--- config.mk ---
export PLATFORM = sky130hd
export DESIGN_NAME = sha1_byte_stream_hasher
export DESIGN_NICKNAME = d
export VERILOG_FILES = /design/src/rtl/sha1bsh_pkg.sv /design/src/rtl/sha1_byte_stream_hasher.sv /design/src/rtl/sha1bsh_sched.sv /design/src/rtl/sha1bsh_round.sv
export SDC_FILE = /design/constraint.sdc
export NUM_CORES = 2
export LEC_CHECK = 0
export ABC_AREA = 0
export BUFFER_PORTS_ARGS = -buffer_cell sky130_fd_sc_hd__buf_2
export CAP_MARGIN = 40
export CORE_ASPECT_RATIO = 1.4
export CORE_MARGIN = 2
export CORE_UTILIZATION = 59
export DETAILED_ROUTE_END_ITERATION = 8
export PLACE_DENSITY = 0.75
export SKIP_LAST_GASP = 1
export SLEW_MARGIN = 15
export SYNTH_ARGS = -nofsm -noshare
export SYNTH_HDL_FRONTEND = slang
export SYNTH_SLANG_ARGS = --single-unit
--- constraint.sdc ---
create_clock -name clk -period 16 [get_ports clk]
set_clock_uncertainty 0.15 [all_clocks]
set_input_delay 4.8 -clock clk [delete_from_list [all_inputs] [get_ports clk]]
set_output_delay 4.8 -clock clk [all_outputs]
set_load 0.02 [all_outputs]
--- src/rtl/sha1bsh_pkg.sv ---
package sha1bsh_pkg;

    localparam int NUM_WORDS   = 5;
    localparam int BLOCK_BYTES = 64;
    localparam int BLOCK_WORDS = 16;
    localparam int ROUNDS      = 80;
    localparam int LEN_START   = 56;
    localparam int FILL_W      = $clog2(BLOCK_BYTES);
    localparam int ROUND_W     = $clog2(ROUNDS);
    localparam int WIDX_W      = $clog2(NUM_WORDS);

    typedef logic [31:0] word_t;
    typedef logic [NUM_WORDS-1:0][31:0] hash_t;

    localparam hash_t H_INIT = {32'hC3D2E1F0, 32'h10325476, 32'h98BADCFE,
                                32'hEFCDAB89, 32'h67452301};

    localparam word_t K_0 = 32'h5A827999;
    localparam word_t K_1 = 32'h6ED9EBA1;
    localparam word_t K_2 = 32'h8F1BBCDC;
    localparam word_t K_3 = 32'hCA62C1D6;

    localparam logic [7:0] PAD_BYTE = 8'h80;

    // message schedule controls
    typedef struct packed {
        logic       push;
        logic [7:0] pbyte;
        logic       step;
        logic       expand;
    } sched_ctrl_t;

    // compression round controls
    typedef struct packed {
        logic               load;
        logic               step;
        logic [ROUND_W-1:0] round_idx;
    } round_ctrl_t;

endpackage

--- src/rtl/sha1_byte_stream_hasher.sv ---
// channel | signals                                 | item
// --------+-----------------------------------------+-----------------------------------
// in      | in_valid in_ready data_byte byte_valid   | one message byte and/or end mark
//         | end_of_message                          |
// out     | out_valid out_ready digest_word          | one digest word, five per message
//         | word_index last_word                    |
//
// A byte item is shifted into the block buffer; one that completes a 64-byte block
// then runs 80 rounds of the shared round unit and one chaining add.
// An end item pushes pad and length bytes one a cycle through the block
// buffer, compresses one or two blocks, then offers five words, which are
// held while out_ready is low. in_ready is low while busy.
// Asynchronous reset loads the initial hash words and clears length and fill.
module sha1_byte_stream_hasher (
    input  logic               clk,
    input  logic               rst_n,
    input  logic               in_valid,
    output logic               in_ready,
    input  logic [7:0]         data_byte,
    input  logic               byte_valid,
    input  logic               end_of_message,
    output logic               out_valid,
    input  logic               out_ready,
    output sha1bsh_pkg::word_t digest_word,
    output logic [2:0]         word_index,
    output logic               last_word
);
    import sha1bsh_pkg::*;

    localparam logic [2:0] S_IDLE = 3'd0;
    localparam logic [2:0] S_PAD  = 3'd1;
    localparam logic [2:0] S_COMP = 3'd2;
    localparam logic [2:0] S_ADD  = 3'd3;
    localparam logic [2:0] S_OUT  = 3'd4;

    logic [2:0]         state_reg, state_next;
    logic [FILL_W-1:0]  fill_reg, fill_next;
    logic [63:0]        bitlen_reg, bitlen_next;
    hash_t              chain_reg, chain_next;
    logic [ROUND_W-1:0] round_reg, round_next;
    logic [WIDX_W-1:0]  widx_reg, widx_next;
    logic               eom_reg, eom_next;
    logic               pad_reg, pad_next;
    logic               first_reg, first_next;
    logic               lenok_reg, lenok_next;

    sched_ctrl_t sctl;
    round_ctrl_t rctl;
    word_t       wt;
    hash_t       work;

    sha1bsh_sched u_sched (
        .clk  (clk),
        .ctrl (sctl),
        .wt   (wt)
    );

    sha1bsh_round u_round (
        .clk  (clk),
        .ctrl (rctl),
        .init (chain_reg),
        .wt   (wt),
        .work (work)
    );

    always_comb
    begin
        state_next  = state_reg;
        fill_next   = fill_reg;
        bitlen_next = bitlen_reg;
        chain_next  = chain_reg;
        round_next  = round_reg;
        widx_next   = widx_reg;
        eom_next    = eom_reg;
        pad_next    = pad_reg;
        first_next  = first_reg;
        lenok_next  = lenok_reg;

        in_ready    = 1'b0;
        out_valid   = 1'b0;
        sctl.push   = 1'b0;
        sctl.pbyte  = data_byte;
        sctl.step   = 1'b0;
        sctl.expand = (round_reg >= ROUND_W'(BLOCK_WORDS));
        rctl.load   = 1'b0;
        rctl.step   = 1'b0;
        rctl.round_idx = round_reg;

        case (state_reg)
            S_IDLE:
            begin
                in_ready = 1'b1;
                if (in_valid)
                begin
                    eom_next = end_of_message;
                    if (byte_valid)
                    begin
                        sctl.push   = 1'b1;
                        bitlen_next = bitlen_reg + 64'd8;
                        fill_next   = fill_reg + 1'b1;
                        if (fill_reg == FILL_W'(BLOCK_BYTES - 1))
                        begin
                            rctl.load  = 1'b1;
                            state_next = S_COMP;
                        end
                        else if (end_of_message)
                        begin
                            pad_next   = 1'b1;
                            first_next = 1'b1;
                            state_next = S_PAD;
                        end
                    end
                    else if (end_of_message)
                    begin
                        pad_next   = 1'b1;
                        first_next = 1'b1;
                        state_next = S_PAD;
                    end
                end
            end
            S_PAD:
            begin
                sctl.push = 1'b1;
                fill_next = fill_reg + 1'b1;
                if (first_reg)
                begin
                    sctl.pbyte = PAD_BYTE;
                    first_next = 1'b0;
                    // length fits in this block only if the mark lands before it
                    lenok_next = (fill_reg < FILL_W'(LEN_START));
                end
                else if (lenok_reg && fill_reg >= FILL_W'(LEN_START))
                begin
                    sctl.pbyte  = bitlen_reg[63:56];
                    bitlen_next = {bitlen_reg[55:0], 8'h00};
                end
                else
                begin
                    sctl.pbyte = 8'h00;
                end
                if (fill_reg == FILL_W'(BLOCK_BYTES - 1))
                begin
                    rctl.load  = 1'b1;
                    state_next = S_COMP;
                end
            end
            S_COMP:
            begin
                rctl.step = 1'b1;
                sctl.step = 1'b1;
                if (round_reg == ROUND_W'(ROUNDS - 1))
                begin
                    round_next = '0;
                    state_next = S_ADD;
                end
                else
                begin
                    round_next = round_reg + 1'b1;
                end
            end
            S_ADD:
            begin
                for (int i = 0; i < NUM_WORDS; i++)
                begin
                    chain_next[i] = chain_reg[i] + work[i];
                end
                if (pad_reg && lenok_reg)
                begin
                    widx_next  = '0;
                    state_next = S_OUT;
                end
                else if (pad_reg)
                begin
                    // overflow block done, length goes in the next one
                    lenok_next = 1'b1;
                    state_next = S_PAD;
                end
                else if (eom_reg)
                begin
                    pad_next   = 1'b1;
                    first_next = 1'b1;
                    state_next = S_PAD;
                end
                else
                begin
                    state_next = S_IDLE;
                end
            end
            S_OUT:
            begin
                out_valid = 1'b1;
                if (out_ready)
                begin
                    if (widx_reg == WIDX_W'(NUM_WORDS - 1))
                    begin
                        chain_next  = H_INIT;
                        bitlen_next = '0;
                        fill_next   = '0;
                        pad_next    = 1'b0;
                        eom_next    = 1'b0;
                        lenok_next  = 1'b0;
                        widx_next   = '0;
                        state_next  = S_IDLE;
                    end
                    else
                    begin
                        widx_next = widx_reg + 1'b1;
                    end
                end
            end
            default:
            begin
                state_next = S_IDLE;
            end
        endcase
    end

    always_ff @(posedge clk or negedge rst_n)
    begin
        if (!rst_n)
        begin
            state_reg  <= S_IDLE;
            fill_reg   <= '0;
            bitlen_reg <= '0;
            chain_reg  <= H_INIT;
            round_reg  <= '0;
            widx_reg   <= '0;
            eom_reg    <= 1'b0;
            pad_reg    <= 1'b0;
            first_reg  <= 1'b0;
            lenok_reg  <= 1'b0;
        end
        else
        begin
            state_reg  <= state_next;
            fill_reg   <= fill_next;
            bitlen_reg <= bitlen_next;
            chain_reg  <= chain_next;
            round_reg  <= round_next;
            widx_reg   <= widx_next;
            eom_reg    <= eom_next;
            pad_reg    <= pad_next;
            first_reg  <= first_next;
            lenok_reg  <= lenok_next;
        end
    end

    assign digest_word = chain_reg[widx_reg];
    assign word_index  = 3'(widx_reg);
    assign last_word   = (widx_reg == WIDX_W'(NUM_WORDS - 1));

    a_no_overlap: assert property (@(posedge clk) disable iff (!rst_n)
        !(in_ready && out_valid))
        else $error("input taken while digest pending");

    a_round_end: assert property (@(posedge clk) disable iff (!rst_n)
        (state_reg == S_COMP && round_reg == ROUND_W'(ROUNDS - 1)) |=> state_reg == S_ADD)
        else $error("compression did not finish after last round");

    a_block_empty: assert property (@(posedge clk) disable iff (!rst_n)
        (state_reg == S_ADD) |-> fill_reg == '0)
        else $error("block buffer not empty after compression");

    a_restart: assert property (@(posedge clk) disable iff (!rst_n)
        (out_valid && out_ready && last_word) |=>
            (bitlen_reg == '0 && fill_reg == '0 && chain_reg == H_INIT))
        else $error("state not reinitialized after digest");

    a_widx_range: assert property (@(posedge clk) disable iff (!rst_n)
        out_valid |-> widx_reg <= WIDX_W'(NUM_WORDS - 1))
        else $error("word index out of range");

endmodule

--- src/rtl/sha1bsh_sched.sv ---
module sha1bsh_sched (
    input  logic                     clk,
    input  sha1bsh_pkg::sched_ctrl_t ctrl,
    output sha1bsh_pkg::word_t       wt
);
    import sha1bsh_pkg::*;

    word_t buf_reg  [BLOCK_WORDS];
    word_t buf_next [BLOCK_WORDS];
    word_t mix;

    // buf_reg[0] is W[t-16], buf_reg[2] W[t-14], buf_reg[8] W[t-8], buf_reg[13] W[t-3]
    always_comb
    begin
        mix = buf_reg[13] ^ buf_reg[8] ^ buf_reg[2] ^ buf_reg[0];
        wt  = ctrl.expand ? {mix[30:0], mix[31]} : buf_reg[0];
    end

    always_comb
    begin
        for (int i = 0; i < BLOCK_WORDS; i++)
        begin
            buf_next[i] = buf_reg[i];
        end
        if (ctrl.push)
        begin
            // whole block moves up one byte, new byte at the bottom
            for (int i = 0; i < BLOCK_WORDS - 1; i++)
            begin
                buf_next[i] = {buf_reg[i][23:0], buf_reg[i+1][31:24]};
            end
            buf_next[BLOCK_WORDS-1] = {buf_reg[BLOCK_WORDS-1][23:0], ctrl.pbyte};
        end
        else if (ctrl.step)
        begin
            for (int i = 0; i < BLOCK_WORDS - 1; i++)
            begin
                buf_next[i] = buf_reg[i+1];
            end
            buf_next[BLOCK_WORDS-1] = wt;
        end
    end

    always_ff @(posedge clk)
    begin
        for (int i = 0; i < BLOCK_WORDS; i++)
        begin
            buf_reg[i] <= buf_next[i];
        end
    end

endmodule

--- src/rtl/sha1bsh_round.sv ---
module sha1bsh_round (
    input  logic                     clk,
    input  sha1bsh_pkg::round_ctrl_t ctrl,
    input  sha1bsh_pkg::hash_t       init,
    input  sha1bsh_pkg::word_t       wt,
    output sha1bsh_pkg::hash_t       work
);
    import sha1bsh_pkg::*;

    hash_t work_reg;
    hash_t work_next;
    word_t a, b, c, d, e;
    word_t f, k, t;

    always_comb
    begin
        a = work_reg[0];
        b = work_reg[1];
        c = work_reg[2];
        d = work_reg[3];
        e = work_reg[4];
        if (ctrl.round_idx inside {[0:19]})
        begin
            f = (b & c) | (~b & d);
            k = K_0;
        end
        else if (ctrl.round_idx inside {[20:39]})
        begin
            f = b ^ c ^ d;
            k = K_1;
        end
        else if (ctrl.round_idx inside {[40:59]})
        begin
            f = (b & c) | (b & d) | (c & d);
            k = K_2;
        end
        else
        begin
            f = b ^ c ^ d;
            k = K_3;
        end
        t = {a[26:0], a[31:27]} + f + e + k + wt;

        work_next = work_reg;
        if (ctrl.load)
        begin
            work_next = init;
        end
        else if (ctrl.step)
        begin
            work_next[0] = t;
            work_next[1] = a;
            work_next[2] = {b[1:0], b[31:2]};
            work_next[3] = c;
            work_next[4] = d;
        end
    end

    always_ff @(posedge clk)
    begin
        work_reg <= work_next;
    end

    assign work = work_reg;

endmodule
# [Word level (Yosys, flattened, before mapping)]
# Memory sizes are Yosys's and may differ from the RTL's.
# Index checks and enable logic that the tools add are counted.
[totals] regBits=407 ramBits=512 memories=1 output_inout_bits=38 input_bits=14 elab_cells=182
[classes] n_reduce_logical=22 bitwise_logic=13 n_eq_ne=22 order_cmp=10 add_sub_neg=13 mux=82
[mem_list] memory="u_sched.buf_reg" words=16 word_bits=32 rd=16 rd_ports_with_merged_regs=0 write_ports=16 line_no="sha1bsh_sched.sv:8" source="word_t buf_reg [BLOCK_WORDS];"
[ops] op="$mux 512" n=2
[ops] op="$mux 160" n=4
[ops] op="$mux 64" n=6
[ops] op="$pmux 160 s2" n=1
[ops] op="$add 32x32->32" n=9
[ops] op="$mux 32" n=7
[ops] op="$pmux 64 s3" n=1
[ops] op="$xor 32x32->32" n=5
[ops] op="$and 32x32->32" n=4
[ops] op="$bmux 32 s3" n=1
[ops] op="$or 32x32->32" n=3
[ops] op="$add 64x4->64 const B" n=1
[ops] op="$mux 3" n=12
[ops] op="$not 32->32" n=1
[ops] op="$mux 31" n=1
[ops] op="$mux 1" n=30
[ops] op="$ne 2x2->1 const B" n=14
[ops] op="$mux 6" n=4
[ops] op="$mux 8" n=3
[ops] op="$pmux 6 s3" n=1
[ops] op="$reduce_and 6->1" n=3
[ops] op="$pmux 3 s5" n=1
[ops] op="$ge 7x5->1 const B" n=2
[ops] op="$le 7x6->1 const B" n=2
[ops] op="27 further kinds" n=44

# [Longest topological paths before layout]
[logic_depth] ltp_word=12 mapped_depth=28 mapped_depth_nobuf=27

# [Hierarchy]
# A second synthesis with hierarchy kept.
[unflattened] cells_unflattened=4803 hier_area_um2=57385.0
[by_module_without_submodules] module="sha1bsh_sched" seq_area_each_um2=15374.7 n_inst=1 cells_each=1315 area_each_um2=25539.5
[by_module_without_submodules] module="sha1_byte_stream_hasher" seq_area_each_um2=6206.0 n_inst=1 cells_each=2436 area_each_um2=19772.7
[by_module_without_submodules] module="sha1bsh_round" seq_area_each_um2=4804.6 n_inst=1 cells_each=1052 area_each_um2=12072.8

# [Worst setup path after synthesis]
# No wires, ideal clock.
[synth_path] path_kind="input-to-reg" start="in byte_valid" end="mem u_sched.buf_reg[0][0] in the netlist's numbering, enable pin" path_buffers=3 required_time_ns=12.167 cell_stages=6 arrival_time_ns=14.069 path_slack_ns=-1.901 setup_time_ns=3.683 path_cell_list="a21oi_1 > or3_1 > clkbuf_1 > clkbuf_1 > buf_1 > nand2_1"
[synth_rtl] element="start, declared" line_no="sha1_byte_stream_hasher.sv:20" source="input logic byte_valid,"
[synth_rtl] element="end, declared" line_no="sha1bsh_sched.sv:8"

==> flow_summary.yaml <==
final_layout:
  layout_common_cells: "nand2_1, edfxtp_1, nor2_1"
  n_antenna_cell: 0
  finalNonFillerCells: 7110
  nets: 6197
  drive_above_1_share_pct: 6.71
  final_common_cell: "nand2_1"
  area_growth_pct: 8.96
  largest_reg_flops: 512
yosys:
  synth_top_family_by_area: "simple AND/OR/NAND/NOR gates"
  synth_compound_area_share_pct: 12.5
  syn-cell-area_mm2: 0.0542
  synth_edf_count: 672
  synth-simple-area-share_pct: 20.8
  synth_xor_area_share_pct: 4.02
  synth_top_area_share_pct: 37.2
  ys.flop_type: "edfxtp_1"
  yosys.area.top_type: "edfxtp_1"
  syn_nets: 6257
  synth_cell_type_count: 80
  synth_seq_area_share_pct: 48.7
  avgSynthCellArea_um2: 9.21
  ys_warn_count: 0
  async_reset_ff_share_pct: 26.6
  synth.area.top_cells: "edfxtp_1, nand2_1, dfrtp_1"
  yosys-mux-area-fraction_pct: 1.29
  synth-adder-area-share_pct: 9.84
  synth-seq-cells: 916
  syn_inst: 5891
route:
  drt_first_pass_iters: 8
  drtAntennaViolNets: 0
  avgRoutedWirePerCell_um: 19.7
  viasPerCell: 5.95
  drcViolationCount: 0
  wl_um: 140000
  dr.first_iter.drc_count: 3913
  via_count: 42340
pwr:
  peakVddDrop_v: 0.000118
  p_leak_nw: 25.8
  power.density_mw_per_mm2: 203
floorplan:
  rows: 131
  die_w_um: 260
  dieHeight_um: 363
  io_pins: 52
  core_mm2: 0.0911
  die-area_mm2: 0.0944
  initial_core_util_pct: 59.5
clock_network:
  cts_root_buf: "clkbuf_16"
  cts_resized: 0
  clockBufferDepth: 3
  holdBufCountCts: 0
  insertion_delay_ns: 0.72
  cts.htree.levels: 3
  cts_sinks: 916
  cts_buffers: 94
  cts_tree: "built"
  postCtsSetupBuffers: 0
  path_clk_slew_ns: 0.06
timing:
  final-hold-violation-count: 0
  min_period_ns: 8.08
  slew_headroom_pct: 22.0
  grt_setup_unrepaired: "false"
  worstMarginPinSlew_ns: 1.17
  fin_tns_setup_ns: 0
  max_freq_mhz: 124
  period_share_pct: 50.5
  setup_viol: 0
  finalMaxSlewViolations: 0
global_route:
  antenna_found_initial: 1
  grt_max_degree: 259
  grt_pass1_vias: 41770
  grt_pass1_wl_um: 222000
  grt.overflow.total: 0
  grt_usage_pct: 29.6
placed_design:
  place_hpwl_um: 96500
  gp_congestion: 0.942
  place_inst: 6926
  portBuffers: 51
outcome:
  outcome: "finished clean"
worst_setup_path:
  crit_start: "byte_valid"
  rr_startpoint: "round_reg[0]$_DFFE_PN0P_"
  crit_arrival_ns: 8.51
  critPathMaxFanout: 88
  cp_data_required_time_ns: 16.43
  end_kind: "flop"
  worstSetupPathType: "input port to flop"
  start_kind: "input port"
worst_hold_path:
  holdCritPathClass: "flop to flop"
  hp-start: "word_index[2]$_DFFE_PN0P_"
flow_run:
  maxCapViolations: 0
-- power breakdown --
group	internal, mW	switching, mW
Clock	1.32	1.01
Combinational	1.91	2.97
Sequential	3.99	0.813
-- area by class of cell --
type                    count  area [um^2]
inverters                 147          552
well taps                1197         1500
repair buffers            122         1050
fillers                  7369        32000
clock inverters            60          742
clock buffers             118         2510
flip-flops and latches    916        26400
multi-input cells        4550        26300
-- metal layers --
| layer | vias up | GRT usage (%) | wire [um] |
|---|---|---|---|
| li1 | 20075 | - | - |
| met1 | 20686 | 36.9 | 55900 |
| met2 | 1258 | 51.0 | 70100 |
| met3 | 321 | 2.85 | 6570 |
| met4 | 0 | 15.6 | 7410 |
| met5 | - | 0 | 0 |
-- Yosys cell counts (all sizes together), types with 47 or more instances --
| cell | count |
|---|---|
| nand2 | 2099 |
| clkbuf | 252 |
| a31oi | 47 |
| mux2i | 70 |
| a21o | 92 |
| nand3 | 63 |
| nor3 | 73 |
| dfstp | 80 |
| dfrtp | 164 |
| o21ai | 337 |
| edfxtp | 672 |
| xnor2 | 165 |
| fa | 124 |
| ha | 228 |
| inv | 145 |
| a21oi | 280 |
| nor2 | 338 |
| xor2 | 84 |
| nor2b | 58 |
-- cell families (layout without fill, tap and decap cells) --
| family | after synthesis | count (layout) |
|---|---|---|
| buf+inv | 425 | 447 |
| simple gates | 2794 | 2794 |
| mux | 70 | 70 |
| flops | 916 | 916 |
| compound gates | 1085 | 1085 |
| fa+ha+maj | 352 | 352 |
| xor+xnor | 249 | 249 |
-- worst paths after layout --
path / to / slack [ns] / cells after the start
worst max-delay path: u_sched.buf_reg[1][64]$_DFFE_PP_ / 7.92 / 9
worst min-delay path: word_index[2]$_DFFE_PN0P_ / 0.36 / 1
worst max register to register: u_round.a[31]$_DFFE_PP_ / 8.04 / 29
worst min register to register: word_index[2]$_DFFE_PN0P_ / 0.36 / 1
max in group asynchronous: bitlen_reg[6]$_DFFE_PN0P_ / 9.87 / 4
min in group asynchronous: chain_reg[64]$_DFFE_PN0P_ / 3.92 / 1
-- critical path, cell delays in order --
cell and delay (ns):
buf_2 0.12, a21oi_1 0.24, or3_4 0.67, buf_4 0.79, buf_4 0.46, buf_16 0.29, buf_4 0.70, nand2_1 0.14
nand2_1 0.11
-- stage by stage --
step / power, mW / utilization [%] / setup WS (ns) / area [um^2] / hold slack (ns)
2_1_floorplan: 8.30 / - / 3.36 / 54200 / 0.320
3_3_place_gp: 9.41 / 60.8 / 6.78 / 55400 / 0.350
3_5_place_dp: 9.62 / 61.1 / 7.26 / 55700 / 0.359
4_1_cts: 12.0 / 64.7 / 7.99 / 59000 / 0.367
5_1_grt: 12.8 / 64.8 / 7.57 / 59100 / 0.382
6_report: 12.0 / 64.8 / 7.92 / 59100 / 0.364
Note: power is estimated with default switching activity, not from simulation.
